===== config.mk =====
export PLATFORM = sky130hd
export DESIGN_NAME = mlfq_slot_ram
export DESIGN_NICKNAME = d
export VERILOG_FILES = /design/src/rtl/mlfq_slot_ram.sv
export SDC_FILE = /design/constraint.sdc
export NUM_CORES = 2
export LEC_CHECK = 0
export ABC_CLOCK_PERIOD_IN_PS = 5800
export BUFFER_PORTS_ARGS = -buffer_cell sky130_fd_sc_hd__buf_2
export CORE_MARGIN = 2
export CORE_UTILIZATION = 60
export CTS_BUF_LIST = sky130_fd_sc_hd__clkbuf_4
export CTS_CLUSTER_SIZE = 20
export DETAILED_ROUTE_END_ITERATION = 12
export GPL_TIMING_DRIVEN = 0
export PLACE_DENSITY = 0.76
export RECOVER_POWER = 25
export SLEW_MARGIN = 30
export SYNTH_ARGS = -nofsm -noshare
export SYNTH_HDL_FRONTEND = slang
export SYNTH_SLANG_ARGS = --single-unit
export TNS_END_PERCENT = 1

===== constraint.sdc =====
create_clock -name clk -period 5.8 [get_ports clk]
set_input_delay 0.87 -clock clk [delete_from_list [all_inputs] [get_ports clk]]
set_output_delay 0.87 -clock clk [all_outputs]
set_load 0.02 [all_outputs]

===== src/rtl/mlfq_slot_ram.sv =====
// Slot table memory: one write port, one registered read port.
// Uses no package.
`default_nettype none
module mlfq_slot_ram #(
    parameter int DEPTH = 64,
    parameter int AW = 6,
    parameter int WIDTH = 44
) (
    input  wire logic             clk,
    input  wire logic             we,
    input  wire logic [AW-1:0]    waddr,
    input  wire logic [WIDTH-1:0] wdata,
    input  wire logic             re,
    input  wire logic [AW-1:0]    raddr,
    output logic      [WIDTH-1:0] rdata
);
    logic [WIDTH-1:0] mem [DEPTH];

    always_ff @(posedge clk)
    begin
        if (we)
            mem[waddr] <= wdata;
    end

    always_ff @(posedge clk)
    begin
        if (re)
            rdata <= mem[raddr];
    end
endmodule
`default_nettype wire


# --- Word level (Yosys, flattened, before mapping) ---
# Memories as Yosys holds them, arrays and structs flattened. A register that Yosys moved wholly into a read port is not among the register bits.
# Cells that the tools add are included.
totals:
  reg_bits: 0
  ramBits: 2816
  input_bits: 59
  out_inout_bits: 44
  wordCells: 3
  n_memories: 1
op_classes:
  n_mux: 2
mem_list:
  columns: ["memory", "words", "word_bits", "read_ports", "rd_ports_with_merged_regs", "write_ports", "line_no", "source"]
  rows:
  - ["mem", 64, 44, 1, 1, 1, "17", "logic [WIDTH-1:0] mem [DEPTH];"]
op_table:
  columns: ["op", "count"]
  rows:
  - ["$mux 1", 2]

# --- Longest topological paths before layout ---
logic_depth:
  word_depth: 2
  ltp_mapped: 10
  mapped_depth_nobuf: 5

# --- Worst setup path after synthesis ---
# OpenSTA, ideal clock, no wires.
synth_path:
  path_kind: "in2reg"
  from: "input waddr[3]"
  to: "memory mem[48][0] (enable)"
  arrival_ps: 4400
  required_ps: 5300
  setup_slack_ps: 900
  path_stages: 4
  cell_sequence: "clkbuf_1 > nor2b_1 > nand4b_1 > nor3_1"
synth_lines:
  columns: ["element", "line_no", "source"]
  rows:
  - ["start, declared", "11", "input wire logic [AW-1:0] waddr,"]
  - ["end, declared", "17", null]
# No word-level cell before the write port.

==> reports/metrics.cfg <==
[status]
status=finished with violations
failed_checks=capacitance limit, slew limit

[timing]
skew_ns=0.1354
fmax_ghz=0.2413
rsz0062_at_grt=no
tns_ns=0
setup_viol_count_final=0
slew_headroom=-1.429
finalCritPeriodShare=0.7146
finalCriticalPeriod_ns=4.145
finalHoldViolations=0
final_max_slew_viol_count=2535
worstMarginPinSlew_ns=3.643

[clocking]
root_buffer=clkbuf_4
cts.clk_slew.worst_paths_ns=0.07
cts_tree=built
cts_htree_levels=6
clkLatencyLatePin_ns=1.49
post_cts_buffers=0
ctsResizeCount=0
cts_max_path_buffers=4
cts.sinks=2860
cts_made_buffers=685

[pwr]
p_leak_nw=40.23
fin_total_pwr_mw=41.66
power_density_mw_per_mm2=330.9
ir_drop_mv=0.2234

[routing]
vias=61100
wl_per_cell_um=40.43
highest_layer=met5
ant_nets=0
via_per_inst=7.223
dr_wl_met3_um=60780
wirelength_met1_um=103300
drc=0
dr.pass1.iters=7
drt_iter0_markers=12050
route.met2.wl_um=148600
finalWirelength_um=342000

[die]
die-area_sq_mm=0.1830
dieHeight_um=427.8
core.rowCount=155
dieWidth_um=427.8
initial_core_util=0.6041
design.core.area_sq_mm=0.1784
io_pins=103

[synth]
synth-async-reset-ratio=0
synth-edff-count=2860
syn-num-nets=4606
syn-cell-area_sq_mm=0.1078
seq_area_frac_synth=0.7968
ys_warn_count=0
yosys_register_bits=2860
syn_inst=4547
synth.distinct_cells=37
synth_flop_cell=edfxtp_1
synth_area_per_cell_sq_um=23.70

[worst_setup_path]
start_kind=input port
path_class=input port to flip-flop
rr_worst_depth=5
worstPathMaxFanout=10
reg2reg_setup_slack_ns=2.99
worstReg2RegEnd=rdata[19]$_DFFE_PP_
critical_path.startpoint=raddr[5]
r2r_start=mem[0][19]$_DFFE_PP_
cp.arrival_ns=5.31
critPathRequiredTime_ns=6.97
crit_path_end_kind=flip-flop

[placed_design]
numPortBuffers=95
dpl_cell_area_sq_mm=0.1172
place_congestion=0.9100
dp.cells=7213
dp_hpwl_um=215600

[grt]
grt_pass1_wl_um=468400
antenna_found_initial=41
grt_max_degree=65
first_global_vias=60870
grtUsageTotal=0.3762
grt_overflow_total=0

[min_path]
hp-class=input port to flip-flop
min_to=mem[52][15]$_DFFE_PP_
min_from=waddr[2]
hold_path_depth=3

[run]
cap_violations=39

[cells_and_area]
finalInstanceArea_sq_mm=0.1259
layout.cells.non_filler=8459
fill_cells=9856
final_nets=5648
syn_to_final_growth_pct=16.82
drive_gt1_frac=0.3647

## sequential cells by signal, summed over array words and instances (netlist names)
signal	count
mem	2816
rdata	44
## synth_stat cells (16+ instances only)
cell      number  share of area
o221ai_1      24         0.0020
a221oi_1      69         0.0056
nor3_1        16        0.00074
a21oi_1       68         0.0032
clkbuf_1     124         0.0043
nor2_1       107         0.0037
buf_2         58         0.0027
a22oi_1       36         0.0025
buf_4         57         0.0040
edfxtp_1    2860           0.80
o22ai_1       99         0.0057
nand2_1       26        0.00091
buf_1         21        0.00073
nand3_1       26         0.0012
a22o_1        70         0.0057
mux4_2       697           0.15
mux2i_1       64         0.0059
## metal layers
metal	vias up	global-route usage
met5	-	0.005464
met4	22	0.2564
met3	1598	0.1640
met2	6944	0.5358
met1	30170	0.4698
li1	22370	-
## where the power goes
group	switching (mW)	leakage (nW)	internal, mW
Combinational	1.70	9.51	0.769
Sequential	0.0483	25.8	23.0
Clock	8.15	4.96	8.04
## final cells by class
type | instances | area, sq um | share of cell area
flip-flops and latches | 2860 | 85880 | 0.6821
repair buffers | 355 | 6307 | 0.05009
multi-input cells | 1423 | 21070 | 0.1674
well taps | 2355 | 2947 | 0.02340
clock inverters | 199 | 994.7 | 0.007900
diodes | 33 | 82.58 | 0.0006559
clock buffers | 970 | 7282 | 0.05783
plain buffers | 264 | 1343 | 0.01066
## timing repair
action                                 in CTS  in global routing
hold buffers                               37                  6
endpoints found under the hold margin    1993                114
setup endpoints to repair                   0                  0
## how the worst max path moves through the flow
| stage | to | slack (ns) |
|---|---|---|
| after global placement | mem[48][10]$_DFFE_PP_ | -4.21 |
| after detailed placement | rdata[22]$_DFFE_PP_ | 0.86 |
| after floorplan | mem[48][0]$_DFFE_PP_ | 0.90 |
| after global routing | rdata[22]$_DFFE_PP_ | 1.99 |
| final | rdata[22]$_DFFE_PP_ | 1.66 |
| after CTS | rdata[22]$_DFFE_PP_ | 2.41 |
## stage by stage
| stage | util | hold WS (ns) | setup slack, ns |
|---|---|---|---|
| after floorplan | - | 0.8627 | 0.9003 |
| after global placement | 0.6232 | 0.9958 | -4.206 |
| after detailed placement | 0.6570 | 0.9968 | 0.8603 |
| after CTS | 0.7055 | 0.06765 | 2.414 |
| after global routing | 0.7055 | 0.2606 | 1.994 |
| final | 0.7057 | 0.2634 | 1.655 |
## kinds of logic (layout without fill, tap and decap cells)
kind of cell | count (synthesis) | count (layout) | share of synthesized area
multiplexers | 768 | 768 | 0.1523
AND/OR/NAND/NOR | 226 | 226 | 0.009903
AO/OA/AOI/OAI | 429 | 429 | 0.02880
buffers and inverters | 264 | 1788 | 0.01213
flip-flops | 2860 | 2860 | 0.7968
other | 0 | 33 | 0
## layout by cell type (no fill, tap or decap), drive strengths merged, types with 20 or more instances in the layout
cell	instances
o22ai	99
inv	20
nand2	26
clkbuf	1134
edfxtp	2860
dlygate4sd3	43
o221ai	24
a22o	70
mux2i	64
diode	33
nand3	26
mux4	697
a21oi	68
a22oi	36
buf	412
nor2	107
clkinv	168
a221oi	69
## worst max-delay path, cell delays in order
cell	delay, ns
clkbuf_1	0.68
clkbuf_1	0.81
nor2b_1	0.50
clkbuf_1	0.85
a21oi_1	0.50
a21oi_1	0.95
a221oi_1	0.12
No activity file was read; power rests on OpenSTA's default activity.
