$ cat config.mk
export PLATFORM = sky130hd
export DESIGN_NAME = mlfq_divider
export DESIGN_NICKNAME = d
export VERILOG_FILES = /design/src/rtl/mlfq_divider.sv
export SDC_FILE = /design/constraint.sdc
export NUM_CORES = 1
export LEC_CHECK = 0
export BUFFER_PORTS_ARGS = -buffer_cell sky130_fd_sc_hd__buf_2
export CORE_ASPECT_RATIO = 2
export CORE_MARGIN = 1.5
export CORE_UTILIZATION = 61
export CTS_CLUSTER_DIAMETER = 30
export DETAILED_ROUTE_END_ITERATION = 8
export GPL_TIMING_DRIVEN = 0
export PLACE_DENSITY = 0.94
export SYNTH_ARGS = -nofsm -noshare
export SYNTH_HDL_FRONTEND = slang
export SYNTH_SLANG_ARGS = --single-unit
$ cat constraint.sdc
create_clock -name clk -period 5.4 [get_ports clk]
set_input_delay 0.27 -clock clk [delete_from_list [all_inputs] [get_ports clk]]
set_output_delay 0.27 -clock clk [all_outputs]
set_load 0.02 [all_outputs]
$ cat src/rtl/mlfq_divider.sv
// Restoring divider, one quotient bit per cycle.
// Uses no package.
`default_nettype none
module mlfq_divider #(
    parameter int DW = 47,
    parameter int VW = 34
) (
    input  wire logic          clk,
    input  wire logic          rst_n,
    input  wire logic          start,
    input  wire logic [DW-1:0] dividend,
    input  wire logic [VW-1:0] divisor,
    output logic      [DW-1:0] quotient,
    output logic               done
);
    localparam int CW = $clog2(DW + 1);

    logic [VW:0]   rem_reg, rem_next;
    logic [DW-1:0] q_reg, q_next;
    logic [VW-1:0] dvs_reg;
    logic [CW-1:0] cnt_reg, cnt_next;
    logic          done_reg, done_next;
    logic [VW:0]   shifted;

    always_comb
    begin
        shifted = {rem_reg[VW-1:0], q_reg[DW-1]};
        rem_next = rem_reg;
        q_next = q_reg;
        cnt_next = cnt_reg;
        done_next = done_reg;
        if (start)
        begin
            rem_next = '0;
            q_next = dividend;
            cnt_next = CW'(DW);
            done_next = 1'b0;
        end
        else if (cnt_reg != '0)
        begin
            if (shifted >= {1'b0, dvs_reg})
            begin
                rem_next = shifted - {1'b0, dvs_reg};
                q_next = {q_reg[DW-2:0], 1'b1};
            end
            else
            begin
                rem_next = shifted;
                q_next = {q_reg[DW-2:0], 1'b0};
            end
            cnt_next = cnt_reg - 1'b1;
            if (cnt_reg == CW'(1))
                done_next = 1'b1;
        end
    end

    always_ff @(posedge clk or negedge rst_n)
    begin
        if (!rst_n)
        begin
            cnt_reg <= '0;
            done_reg <= 1'b0;
        end
        else
        begin
            cnt_reg <= cnt_next;
            done_reg <= done_next;
        end
    end

    always_ff @(posedge clk)
    begin
        rem_reg <= rem_next;
        q_reg <= q_next;
        if (start)
            dvs_reg <= divisor;
    end

    assign quotient = q_reg;
    assign done = done_reg;
endmodule
`default_nettype wire

Yosys cells after proc, flatten, opt, wreduce, memory -nomap -nowiden
Index checks and enable logic that the tools add are counted.
- add/sub/neg operators: 2
- magnitude comparators: 1
- equality and inequality tests: 1
- muxes and demuxes: 9
- reduce and logical (&&, ||, !) cells: 4
- operator list (cell ; count):
    $mux W47 ; 2
    $ge A35 B34 Y1 ; 1
    $mux W34 ; 1
    $sub A34 B34 Y34 ; 1
    $mux W6 ; 2
    $eq A6 B1 Y1 const B ; 1
    $reduce_bool A6 Y1 ; 1
    $sub A6 B1 Y6 const B ; 1
    $mux W1 ; 4
    $reduce_bool A2 Y1 ; 2
    $reduce_and A2 Y1 ; 1
- flip-flop bits (word level): 122
- input port bits: 84
- output and inout bits: 48
- logic and storage cells: 22

Longest topological paths before layout
- word-level depth: 4
- gate-level depth with buffers: 13
- depth with buffers taken out: 11

Worst setup path before layout
Ideal clock, no wire load.
- path type: reg-to-reg
- start point: register cnt_reg[4]
- end point: register q_reg[0] (netlist: quotient[0]) (enable)
- setup time: 582 ps
- arrival: 2451 ps
- required time: 4818 ps
- setup slack: 2367 ps
- cell stages (with the launch flop): 6
- path buffers: 2
- clock period less this slack: 3033 ps
- path through: dfrtp_1 -> nor4_1 -> and2_1 -> clkbuf_1 -> clkbuf_1 -> nand2b_1
- longest elaborated chain between the ends: 2
- RTL lines (item ; RTL line ; source):
    start: declaration ; 21 ; logic [CW-1:0] cnt_reg, cnt_next;
    start signal: assignment ; 66 ; cnt_reg <= cnt_next;
    $reduce_bool A6 Y1 ; 39 ; else if (cnt_reg != '0)
    $reduce_bool A2 Y1 (no line) ; - ;
    end signal: assignment ; 74 ; q_reg <= q_next;
    end: declaration ; 19 ; logic [DW-1:0] q_reg, q_next;
No other way between the ends.
A chain may end at the register's enable or synchronous reset.

Final worst setup path
- start point: register q_reg[46] (netlist: quotient[46])
- end point: register rem_reg[30]
- longest elaborated chain between the ends: 2
- elaborated cells on any way between the ends: 3
- classes of those cells: 1 x add/sub; 1 x order compare; 1 x mux
- RTL lines (item ; RTL line ; source):
    $sub A34 B34 Y34 / $ge A35 B34 Y1 (equally long branches) ; 43, 41 ;
    $mux W34 * ; 41 ; if (shifted >= {1'b0, dvs_reg})
    end signal: assignment ; 73 ; rem_reg <= rem_next;
    end: declaration ; 18 ; logic [VW:0] rem_reg, rem_next;
Every way passes the cells marked *; elsewhere a longest branch is shown, timed or not.

==> impl_results.md <==
* PortBufs at 131
* WP data required at 5.72 ns
* Final Non-Filler Cells at 1008
* Flop2flop setup slack at 1.71 ns
* Register share of total power at 31.0%
* Vias/cell at 6.29
* Max FFs per register at 47
* Slowest library cell on the worst path: a211oi_1
* Post-synth cell types at 68
* Setup crit start: quotient[46]
* Die area at 12300 sq um
* Critical path, cell by cell: inv_1 > ha_1 > fa_1 > nand2b_1 > a211oi_1 > o21ai_0 > nor4b_1 > o21ai_0 > a31oi_1 > mux2_1 > a211oi_1
* Yosys warning count at 0
* Synth area leaders: edfxtp_1, dfxtp_1, mux2_2, ha_1, nand2_1
* Antenna Nets Post-Route at 0
* Total track usage at 33.0%
* Setup crit end kind: flip-flop
* Least-Margin Pin Slew at 0.859 ns
* Filler cells at 744
* Final min period at 3.69 ns
* Drt total wl at 19.9 mm
* WHS at 0.0168 ns
* Top_reg_cell synth: edfxtp_1
* Area Overhead vs Synth at 20.0%
* Drt pass-1 iters at 6
* Fin crit share at 68.3%
* Root Driver: clkbuf_16
* Most frequent cells in the layout: buf_2, edfxtp_1, nand2_1, nor2_1, mux2_2
* Final hold vios at 0
* HP Class: in -> reg
* CTS Buf Count at 17
* Synth Register Bits at 122
* Clk network pwr share at 24.8%
* Post-synthesis cell count at 698
* Hold path depth at 1
* Mapped Nets at 819
* Net Switching at 1.73 mW
* Via count at 6337
* Peak supply drop at 352 uV
* Worst Path Arrival at 4.01 ns
* Outcome: finished clean
* HPWL Detailed at 14.2 mm
* Worst R2R Start: quotient[46]
* Net Sw Frac at 40.6%
* DR iter-0 viols at 705
* Min-delay src: divisor[7]
* Worst R2R Path Depth at 11
* DRC Markers at 0
* Int Pwr at 2.53 mW
* Clk_skew at 0.00797 ns
* Starting Density at 62.7%
* CTS Buffer Depth at 2
* Routability cong. at 1.01
* Post-CTS resize count at 0
* Grt total ovfl at 0
* Worst Hold End: dvs_reg[7]
* DIE WIDTH at 79.2 um
* Core ar. at 11300 sq um
* Vias in the first global route at 6411
* Max incr delay on CP at 0.48 ns
* Pwr Total at 4.27 mW
* WS Path Type: reg -> reg
* R2r endpoint: rem_reg[30]
* Delay-heaviest family, CP: compound AO/OA/AOI/OAI gates
* Share of Yosys cell area claimed by the top area cell type at 34.4%
* RSZ-0062 raised after global routing: false
* Placed insts at 972
* Worst-Skew Late Latency at 0.42 ns
* Final Max Slew Viols at 0
* Seq/Total Area, Yosys at 46.4%
* Static leakage at 3.67 nW
* Max Fclk at 271 MHz
* Ports at 132
* Worst slew margin at 42.8%
* Clock Sinks at 122
* Avg Cell Area, Syn at 10.1 sq um
* Largest net degree at the start of global routing at 36
* H-tree depth at 4
* # rows at 55
* First-pass GRT wire length at 30.8 mm
* Yosys top cell by area: edfxtp_1
* Setup violators final at 0
* Post-synthesis cell area at 7080 sq um
* CTS tree: yes
* Net count, final at 971
* Most common cell after layout, fill and taps aside: buf_2
* Setup TNS at 0 ns
* Startpoint types: flip-flop
* Initial antenna violation count at 3
* Max-Cap Viols at 0
* Proportion of power drawn by combinational gates at 44.3%
* Crit-path max FO at 4
* Clk slew on worst S/H paths at 0.06 ns
* Setup bufs post-CTS at 0
* Share of cells above drive strength 1 at 27.6%
* Die H at 155 um
* Post-synth EDFFs at 81
* DR WL/cell at 19.7 um
* CP Buf/Inv Count at 1
* Ys async rst share at 5.74%
* Power density cells at 502 nW/um^2
## power groups by stage
stage	combinational (mW)	clock, mW	sequential (mW)
finish	1.89	1.06	1.32
global route	2.03	1.10	1.34
CTS	1.83	1.06	1.31
detailed placement	1.79	0	1.33
global placement	1.75	0	1.32
floorplan	1.32	0	1.35
## what timing repair did
action | CTS | global route
setup endpoints to repair | 0 | 0
hold buffers | 1 | 0
endpoints found under the hold margin | 7 | 0
## through the flow
| stage | utilization [%] | cell area [sq um] | setup WS (ns) |
|---|---|---|---|
| final | 75.3 | 8490 | 1.71 |
| after global routing | 75.3 | 8490 | 1.71 |
| after CTS | 75.2 | 8490 | 1.82 |
| after detailed placement | 70.3 | 7940 | 2.04 |
| after global placement | 70.1 | 7910 | 1.31 |
| after floorplan | - | 7080 | 2.37 |
## area by class of cell
class / count / area (sq um) / share of cell area (%)
multi-input combinational: 495 / 3430 / 40.3
sequential: 122 / 3290 / 38.7
timing repair buffer: 133 / 686 / 8.07
clock buffer: 18 / 429 / 5.05
buffer: 35 / 194 / 2.28
tap: 142 / 178 / 2.09
inverter: 46 / 173 / 2.03
clock inverter: 14 / 113 / 1.33
antenna: 3 / 7.51 / 0.0884
## worst max-delay path by stage
stage | endpoint | slack (ns) | depth (start not counted)
after global routing | rem_reg[30] | 1.71 | 11
final | rem_reg[30] | 1.71 | 11
after global placement | quotient[11] | 1.31 | 4
after floorplan | quotient[0] | 2.37 | 5
after CTS | rem_reg[30] | 1.82 | 11
after detailed placement | rem_reg[30] | 2.04 | 11
## synthesized netlist by cell type, drive strengths merged, types with 7 or more instances
library cell	number
nand2	68
nand2b	10
o21a	7
nand4	8
dfrtp	7
o21ai	31
inv	46
a21oi	47
dfxtp	34
xor2	7
ha	36
clkbuf	19
a311oi	21
buf	16
a21o	9
mux2	48
nand3	13
nor3	17
o211ai	7
nor2	67
a211oi	13
xnor2	18
a31oi	7
edfxtp	81
## cells by family after synthesis
family	share of synthesized area, %
AOI/OAI and AO/OA	16.6
xor gates and xnor gates	3.09
adders and majority gates	6.65
buffers and inverters	5.18
DFF	46.4
muxes	8.06
and+or+nand+nor	13.9
## routing by layer
metal | up-vias | part of all wire, % | track usage, %
met5 | - | 0 | 0
met4 | 0 | 7.2 | 23.9
met3 | 119 | 6.6 | 7.04
met2 | 388 | 53 | 57.3
met1 | 2947 | 34 | 34.3
li1 | 2883 | - | -
Note: power is estimated with default switching activity, not from simulation.
